[src/hdl/gfsd_pkg.sv]
package gfsd_pkg;

  // Frame geometry
  localparam int MAX_WIDTH  = 2048;
  localparam int COL_W      = $clog2(MAX_WIDTH);
  localparam int MAX_HEIGHT = 4096;
  localparam int ROW_W      = $clog2(MAX_HEIGHT);

  // Diffused error entry width (largest share sum is 6)
  localparam int ERR_W = 3;

  // Luma weights, Q0.16, summing to 65536
  localparam int LUMA_W    = 8;
  localparam int PROD_W    = 24;
  localparam int SUM_W     = PROD_W + 2;
  localparam int W_RED     = 13933;
  localparam int W_GREEN   = 46871;
  localparam int W_BLUE    = 4732;

  // Configuration port
  localparam int CFG_IDX_W    = 2;
  localparam int CFG_DATA_W   = 13;
  localparam int WIDTH_REG_W  = 12;
  localparam int HEIGHT_REG_W = 13;

  // Reset geometry: 640 x 480, stored as last column / last row
  localparam logic [COL_W-1:0] COL_LAST_RST = COL_W'(640 - 1);
  localparam logic [ROW_W-1:0] ROW_LAST_RST = ROW_W'(480 - 1);

  typedef enum logic [CFG_IDX_W-1:0] {
    CFG_IMAGE_WIDTH  = 2'd0,
    CFG_IMAGE_HEIGHT = 2'd1
  } cfg_idx_t;

  typedef struct packed {
    logic [7:0] red;
    logic [7:0] green;
    logic [7:0] blue;
  } in_t;

  typedef struct packed {
    logic [7:0] gray_level;
    logic       frame_end;
  } out_t;

  // Raster position of the pixel in the compute stage
  typedef struct packed {
    logic [COL_W-1:0] col;
    logic             first_col;
    logic             last_col;
    logic             first_row;
    logic             last_row;
  } pos_t;

  // Write request into the error line
  typedef struct packed {
    logic             en;
    logic [COL_W-1:0] addr;
    logic [ERR_W-1:0] data;
  } line_wr_t;

endpackage

[src/hdl/gfsd_diffuse.sv]
module gfsd_diffuse (
  input  logic                        clk,
  input  logic                        rst_n,
  input  logic                        clear,
  input  logic                        step,
  input  logic [gfsd_pkg::LUMA_W-1:0] luma,
  input  logic [gfsd_pkg::ERR_W-1:0]  line_err,
  input  gfsd_pkg::pos_t              pos,
  input  logic [gfsd_pkg::COL_W-1:0]  col_last,
  output logic [7:0]                  level,
  output gfsd_pkg::line_wr_t          line_wr
);

  logic [gfsd_pkg::ERR_W-1:0] carry_r, carry_nxt;
  logic [gfsd_pkg::ERR_W-1:0] pend_r, pend_nxt;
  logic [gfsd_pkg::ERR_W-1:0] incoming;
  logic [8:0]                 v_sum;
  logic [7:0]                 v_sat;
  logic [3:0]                 err;
  logic [6:0]                 e7;
  logic [5:0]                 e3;
  logic [6:0]                 e5;
  logic [2:0]                 s7;
  logic [1:0]                 s3;
  logic [2:0]                 s5;
  logic [3:0]                 below_left;

  // Row 0 never sees line contents. With a one-pixel row the entry this
  // pixel reads is the one written from pend_r in this same step.
  always_comb begin
    if (pos.first_row) begin
      incoming = '0;
    end else if (pos.first_col && pos.last_col) begin
      incoming = pend_r;
    end else begin
      incoming = line_err;
    end
  end

  always_comb begin
    v_sum = 9'(luma) + 9'(incoming) + 9'(carry_r);
    v_sat = v_sum[8] ? 8'hFF : v_sum[7:0];
    err   = v_sat[3:0];
    level = {v_sat[7:4], 4'b0000};
    e7    = 7'(err) * 7'd7;
    e3    = 6'(err) * 6'd3;
    e5    = 7'(err) * 7'd5;
    s7    = e7[6:4];
    s3    = e3[5:4];
    s5    = e5[6:4];
  end

  // The 1/16 share is always zero for a remainder below 16.
  always_comb begin
    carry_nxt  = pos.last_col ? '0 : s7;
    pend_nxt   = s5;
    below_left = 4'(pend_r) + 4'(s3);
  end

  // One write per pixel: column-1 gets its finished sum; at column 0 the
  // previous row's last-column share is written late.
  always_comb begin
    line_wr.en   = step;
    line_wr.addr = pos.first_col ? col_last : pos.col - 1'b1;
    line_wr.data = pos.first_col ? pend_r : below_left[gfsd_pkg::ERR_W-1:0];
  end

  always_ff @(posedge clk) begin
    if (!rst_n || clear) begin
      carry_r <= '0;
      pend_r  <= '0;
    end else if (step) begin
      carry_r <= carry_nxt;
      pend_r  <= pend_nxt;
    end
  end

endmodule

[config.mk]
export PLATFORM = sky130hd
export DESIGN_NAME = gfsd_diffuse
export DESIGN_NICKNAME = d
export VERILOG_FILES = /design/src/hdl/gfsd_pkg.sv /design/src/hdl/gfsd_diffuse.sv
export SDC_FILE = /design/constraint.sdc
export NUM_CORES = 1
export LEC_CHECK = 0
export BUFFER_PORTS_ARGS = -buffer_cell sky130_fd_sc_hd__buf_4
export CAP_MARGIN = 20
export CORE_MARGIN = 3
export CORE_UTILIZATION = 47
export CTS_BUF_LIST = sky130_fd_sc_hd__clkbuf_16
export DETAILED_ROUTE_END_ITERATION = 12
export PLACE_DENSITY = 0.87
export SLEW_MARGIN = 20
export SYNTH_ARGS = -nofsm -noshare
export SYNTH_HDL_FRONTEND = slang
export SYNTH_SLANG_ARGS = --single-unit
[constraint.sdc]
create_clock -name clk -period 9.1 [get_ports clk]
set_clock_uncertainty 0.05 [all_clocks]
set_input_delay 1.82 -clock clk [delete_from_list [all_inputs] [get_ports clk]]
set_output_delay 1.82 -clock clk [all_outputs]
set_load 0.01 [all_outputs]
---- Word level (Yosys, flattened, before mapping) ----
Cells that the tools add are included.
word-level totals
  register bits ........................... 6
  output and inout port bits .............. 23
  word-level logic and storage cells ...... 18
  bits of input ports ..................... 41
operators by class
  add/subtract/negate cells ............... 4
  reductions and logical operators ........ 3
  muxes and demuxes ....................... 6
  multiply operators ...................... 3
operator list
  operator               count
  $mul 4x3->7 const B    2
  $mux 3                 4
  $mux 11                1
  $sub 11x1->11 const B  1
  $add 8x3->9            1
  $add 9x3->9            1
  $mux 8                 1
  $mul 4x2->6 const B    1
  $add 3x2->3            1
  $logic_and 1x1->1      1
  $logic_not 1->1        1
  $logic_or 1x1->1       1

---- Longest topological paths before layout ----
Gate-level depths: netlist of the first run.
  depth after elaboration ................. 9
  gate-level depth with buffers ........... 19
  gate-level depth less buffers ........... 18

---- Worst setup path before layout of the first run ----
Ideal clock, no wire load.
  path type ............................... input port to output port
  from .................................... input port pos[3] in the netlist's numbering
  to ...................................... output port line_wr[1] in the netlist's numbering
  setup slack ............................. 1.420 ns
  buffers on the path ..................... 1
  arrival ................................. 5.810 ns
  stages .................................. 17
  required time ........................... 7.230 ns
  cell sequence ........................... clkbuf_1 > nand3_1 > a21o_1 > fa_1 > inv_1 > ha_1 > a21o_1 > a21oi_1 > nor2_1 > or2_2 > ha_1 > a21o_1 > a21oi_1 > xnor2_1 > ha_1 > fa_1 > mux2_2
RTL lines
  element          line                text
  start, declared  gfsd_diffuse.sv:8   input gfsd_pkg::pos_t pos,
  end, declared    gfsd_diffuse.sv:11  output gfsd_pkg::line_wr_t line_wr

==> summary.md, run 1 <==
| Metric | Value |
|---|---|
| Synthesized area | `around 0.0013 sq mm` |
| CP Data Required Time | `between 7 and 8 ns` |
| Hold path cells | `2` |
| Crit. Startpoint | `pos[3]` |
| Congestion Overflow GR | `0` |
| Vias in the first global route | `1210` |
| Die area | `0.003472 sq mm` |
| Hpwl dp | `2.620 mm` |
| Worst-Skew Late Latency | `between 0.2 and 0.25 ns` |
| Root buf cell | `clkbuf_16` |
| Antenna viol nets, final | `0` |
| Post-synth top cells | `nand2_1, ha_1, o21ai_0` |
| Internal | `0.1605 mW` |
| Pre-CTS setup slack | `0.9293 ns` |
| Proportion of layout cells with a drive suffix above 1 | `a little under a third` |
| Worst hold endpoint | `carry_r[0]` |
| PostCTS Resize Cnt | `0` |
| CP endpoint kind | `primary output` |
| Final Critical Period | `roughly 8 ns` |
| Worst EP arrival | `~6.3 ns` |
| WHS | `~0.44 ns` |
| Placed Cells | `250` |
| Worst reg2reg setup slack | `roughly 4.4 ns` |
| Area grow syn2layout | `38.21%` |
| DRT Wirelength | `between 3 and 4 mm` |
| Seq/Total Area, Yosys | `under 10%` |
| Antenna violations before repair | `0` |
| CTS tree | `done` |
| MaxCap Viol Count | `0` |
| Worst slew pin tran | `0.5192 ns` |
| Slowest stage delay, CP | `approximately 0.48 ns` |
| Worst R2R End | `carry_r[1]` |
| Synth top area share | `roughly 14%` |
| Total GRT Usage | `18.87%` |
| EDFF count, synth | `0` |
| Power per cell area | `142.5 mW/mm^2` |
| Setup TNS | `0 ns` |
| Clock-pin slew on the worst setup and hold paths | `0.03 ns` |
| Row Count | `18` |
| Final period util | `90.03%` |
| Ys Warns | `0` |
| Total power | `approximately 0.26 mW` |
| Slew headroom | `about two thirds` |
| Setup Buffers After CTS | `0` |
| Final Max Tran Viols | `0` |
| R2R cell count | `16` |
| Fill count | `189` |
| Vias | `roughly 1300` |
| Reg area | `between 100 and 150 sq um` |
| HP Class | `reg -> reg` |
| Worst path slowest cell | `fa_1` |
| Final Instance Count excl. Fillers | `roughly 250` |
| Final hold violation count | `0` |
| Pin count of the biggest net entering global routing | `30` |
| Crit path cell chain | `buf_4 > nand2_1 > nand2_1 > a21o_1 > fa_1 > inv_1 > ha_1 > a21o_1 > a21oi_1 > nor2_1 > or2_2 > ha_1 > a21o_1 > a21oi_1 > xnor2_1 > ha_1 > fa_1 > mux2_2 > buf_4` |
| Core Area | `about 0.0026 sq mm` |
| Netlist cell types | `44` |
| Critical path type | `in -> out` |
| Setup-violating endpoint count in the final report | `0` |
| Global-route wire length before repair | `~5.2 mm` |
| Part of the power in combinational logic | `60.6%` |
| Synth area leader | `fa_1` |
| Crit-path max FO | `29` |
| Leak | `between 0.9 and 1 nW` |
| Switching part of the total | `a little under two fifths` |
| Yosys reg bits | `6` |
| Peak supply drop | `approximately 0.15 mV` |
| Drt first pass iters | `4` |
| CTS sink count | `6` |
| Top cells by area, synth | `fa_1, ha_1, dfxtp_1` |
| Unrepaired setup endpoints after global routing | `false` |
| Final net count | `288` |
| Initial drt markers | `65` |
| Sequential fraction of design power | `a little under an eighth` |
| Hold path startpoint | `carry_r[0]` |
| CP startpoint kind | `primary input` |
| Die width | `58.92 microns` |
| GPL Wtd Cong | `between 0.7 and 0.8` |
| Async S/R FF share, synth | `0%` |
| Starting Density | `just over 50%` |
| Max Root-Sink Buffers | `2` |
| Clock buffer count from CTS | `3` |
| Reg-to-Reg Start | `pend_r[2]` |
| Psw | `0.09872 mW` |
| Top FF cell, synth | `dfxtp_1` |
| Highest Clock Rate | `~120 MHz` |
| Part of the power in the clock network | `27.4%` |
| Antenna Cells | `0` |
| Port-buffer cells | `58` |
| Hold buffers post-CTS | `0` |
| WL per Instance | `between 10 and 15 microns` |
| Top Ports | `64` |
| Syn Area/Cell | `about 7.8 sq um` |
| Vias/cell | `approximately 5.2` |
| DRC Markers | `0` |
| Worst Setup Slack, final | `approximately 0.91 ns` |
| Most frequent cell after synthesis | `nand2_1` |
| Mapped Cells | `about 170` |
| H-tree depth | `1` |
| Status | `completed` |
| Die Ht | `58.92 microns` |
| Multi-input logic area | `roughly 0.0011 sq mm` |
## stage by stage
step | util [%] | area, sq um
finish | 70.86 | 1819
CTS | 70.86 | 1819
detailed placement | 67.93 | 1744
global route | 70.86 | 1819
floorplan | - | 1328
global placement | 67.93 | 1744
## state kept, by name, indices dropped and copies added (netlist names)
name,flops
carry_r,3
pend_r,3
## critical path: cells and delay by family
family | cells | cell delay [ns]
compound gates | 5 | 1.21
simple gates | 4 | 0.79
buf+inv | 3 | 0.40
mux | 1 | 0.26
fa+ha+maj | 5 | 1.68
xor+xnor | 1 | 0.15
## routing by layer
layer	global-route usage (%)	up-vias	share of wire, %
met5	0	-	0
met4	4.207	0	0
met3	4.167	0	8.5
met2	32.02	47	47
met1	24.36	593	45
li1	-	682	-
## area by class of cell
cell class	count	share of cell area, %
well taps	30	2.063
inverters	9	1.857
flip-flops and latches	6	6.602
clock buffers	3	4.127
repair buffers	58	23.93
multi-input cells	147	61.42
## cells in the final DEF, fill, tap and decap left out, drive strengths merged, types with 6 or more instances in the layout
master,Yosys,final
dfxtp,6,6
xnor2,10,10
nor2,10,10
a21oi,6,6
fa,9,9
nand3,6,6
buf,6,58
o21ai,14,14
inv,9,9
nand2,24,24
ha,13,13
## kinds of logic after synthesis
group           Yosys count  synth area share [%]
fa+ha+maj                22                 26.05
other cells               1                0.2849
flops                     6                 9.126
buf+inv                  19                 6.844
simple gates             68                 28.80
xor+xnor                 14                 9.315
mux                       3                 2.471
compound gates           36                 17.11
## power groups by stage
stage                     Sequential, mW  Clock (mW)  Combinational, mW
final                             0.0309      0.0711              0.157
after global routing              0.0312      0.0729              0.177
after CTS                         0.0309      0.0710              0.157
after detailed placement          0.0312           0              0.155
after global placement            0.0312           0              0.149
after floorplan                   0.0307           0              0.101
## how the worst max path moves through the flow
stage                 end  slack [ns]  cells after the start
5_1_grt        line_wr[1]        0.68                     19
3_3_place_gp   line_wr[1]        1.01                     19
2_1_floorplan  line_wr[1]        1.42                     17
4_1_cts        line_wr[1]        0.90                     19
6_report       line_wr[1]        0.91                     19
3_5_place_dp   line_wr[1]        0.93                     19
No activity file was read; power rests on OpenSTA's default activity.
==> run 2, diff against run 1 <==
- CORE_UTILIZATION: 47 -> 50
- HOLD_SLACK_MARGIN: unset -> 0.12
- PLACE_DENSITY: 0.87 -> 0.92
- clock period: 9.1 -> 9.7 ns (I/O delays scaled with it)
==> summary.md, run 2 (synthesis results as in run 1) <==
| Metric | Value |
|---|---|
| Initial drt markers | `70` |
| Antenna violations before repair | `0` |
| CTS tree | `done` |
| Util after Layout | `about 77%` |
| Worst reg2reg setup slack | `just under 5 ns` |
| Internal | `0.1512 mW` |
| Top Ports | `64` |
| MaxCap Viol Count | `0` |
| Antenna viol nets, final | `0` |
| Most common cell after layout, fill and taps aside | `buf_4` |
| Proportion of layout cells with a drive suffix above 1 | `between 30% and 40%` |
| Port-buffer cells | `58` |
| PostCTS Resize Cnt | `0` |
| Power per cell area | `135.5 mW/mm^2` |
| Placed Cells | `between 200 and 250` |
| Antenna Cells | `0` |
| R2R cell count | `16` |
| Switching part of the total | `between 30% and 40%` |
| Biggest regs | `carry_r: 3 flops, pend_r: 3 flops` |
| Final period util | `approximately 87%` |
| CTS sink count | `6` |
| DRT Wirelength | `between 3 and 4 mm` |
| Setup Buffers After CTS | `0` |
| Critical path type | `in -> out` |
| Worst-Skew Late Latency | `between 0.2 and 0.25 ns` |
| Status | `completed` |
| Row Count | `17` |
| Setup-violating endpoint count in the final report | `0` |
| Hold path cells | `2` |
| HP Class | `reg -> reg` |
| Total GRT Usage | `21.31%` |
| Setup TNS | `0 ns` |
| Reg-to-Reg Start | `pend_r[2]` |
| Die area | `0.003284 sq mm` |
| Starting Density | `between 50 and 60%` |
| Congestion Overflow GR | `0` |
| Leak | `about 0.90 nW` |
| Drt first pass iters | `4` |
| Clock-pin slew on the worst setup and hold paths | `approximately 0.030 ns` |
| Worst hold endpoint | `carry_r[0]` |
| Peak supply drop | `~0.13 mV` |
| Worst R2R End | `carry_r[0]` |
| Unrepaired setup endpoints after global routing | `false` |
| Final Max Tran Viols | `0` |
| Global-route wire length before repair | `5.602 mm` |
| Final hold violation count | `0` |
| CP startpoint kind | `primary input` |
| Highest Clock Rate | `around 120 MHz` |
| WL per Instance | `about 14 microns` |
| CP Data Required Time | `7.71 ns` |
| Die Ht | `about 57 microns` |
| WHS | `0.4610 ns` |
| DRC Markers | `0` |
| GPL Wtd Cong | `just over 0.8` |
| Part of the power in the clock network | `27.2%` |
| Hold buffers post-CTS | `0` |
| Final Critical Period | `8.473 ns` |
| Sequential fraction of design power | `11.8%` |
| Die width | `approximately 57 microns` |
| Hold path startpoint | `carry_r[0]` |
| Commonest non-fill, non-tap cells in the layout | `buf_4, nand2_1, ha_1, o21ai_0` |
| Vias | `1341` |
| Clock buffer count from CTS | `3` |
| Area grow syn2layout | `38.02%` |
| Part of the power in combinational logic | `between 60% and 70%` |
| Vias in the first global route | `1276` |
| Core Area | `0.002361 sq mm` |
| CP endpoint kind | `primary output` |
| Psw | `between 0.09 and 0.1 mW` |
| Crit-path max FO | `29` |
| Worst EP arrival | `around 6.5 ns` |
| Hpwl dp | `roughly 2.8 mm` |
| Final net count | `~290` |
| Root buf cell | `clkbuf_16` |
| Vias/cell | `5.343` |
| H-tree depth | `1` |
| Max Root-Sink Buffers | `2` |
| Final Instance Count excl. Fillers | `251` |
| Pin count of the biggest net entering global routing | `30` |
==> run 2: cell counts in the layout (fill, tap and decap cells not counted) <==
Identical to the previous run, type by type.
==> run 2: area by class of cell <==
| type | count | area, sq um |
|---|---|---|
| Clock buffer | 3 | 75.07 |
| Fill cell | 174 | 544.3 |
| Inverter | 9 | 33.78 |
| Multi-Input combinational cell | 147 | 1117 |
| Sequential cell | 6 | 120.1 |
| Tap cell | 28 | 35.03 |
| Timing Repair Buffer | 58 | 435.4 |
==> run 2: worst max-delay path by stage <==
| stage | depth (start not counted) | slack [ns] | to | from |
|---|---|---|---|---|
| floorplan | 17 | 1.78 | line_wr[1] | pos[3] |
| global placement | 19 | 1.40 | line_wr[1] | pos[3] |
| detailed placement | 19 | 1.26 | line_wr[1] | pos[3] |
| CTS | 19 | 1.20 | line_wr[1] | pos[3] |
| global route | 18 | 0.93 | line_wr[1] | pos[3] |
| finish | 18 | 1.23 | line_wr[1] | pos[3] |
==> run 2: metrics by stage <==
| stage | setup WS (ns) | total power, mW | cell area (sq um) |
|---|---|---|---|
| after floorplan | 1.780 | 0.1239 | 1328 |
| after global placement | 1.399 | 0.1691 | 1742 |
| after detailed placement | 1.257 | 0.1763 | 1742 |
| after CTS | 1.201 | 0.2465 | 1817 |
| after global routing | 0.9294 | 0.2683 | 1817 |
| final | 1.227 | 0.2462 | 1817 |
==> run 2: power groups by stage <==
stage                     Sequential, mW  Clock, mW  Combinational, mW
after global routing              0.0294     0.0683              0.171
after CTS                         0.0291     0.0669              0.151
after global placement            0.0292          0              0.140
after floorplan                   0.0288          0             0.0951
after detailed placement          0.0294          0              0.147
final                             0.0291     0.0671              0.150
==> run 2: worst max-delay path, cell delays in order <==
cell and delay, ns:
buf_4 0.24, nand3_1 0.14, a21o_1 0.19, fa_1 0.49, inv_1 0.08, ha_1 0.30, a21o_1 0.18, a21oi_1 0.43
nor2_1 0.19, or2_2 0.41, ha_1 0.32, a21o_1 0.18, a21oi_1 0.19, xnor2_1 0.18, ha_1 0.22, fa_1 0.41
mux2_2 0.27, buf_4 0.14
==> run 2: metal layers <==
layer,global-route usage (%),share of wire (%)
met5,0,0
met1,26.07,43
met2,37.19,49
met3,4.525,7.2
met4,6.623,1.3
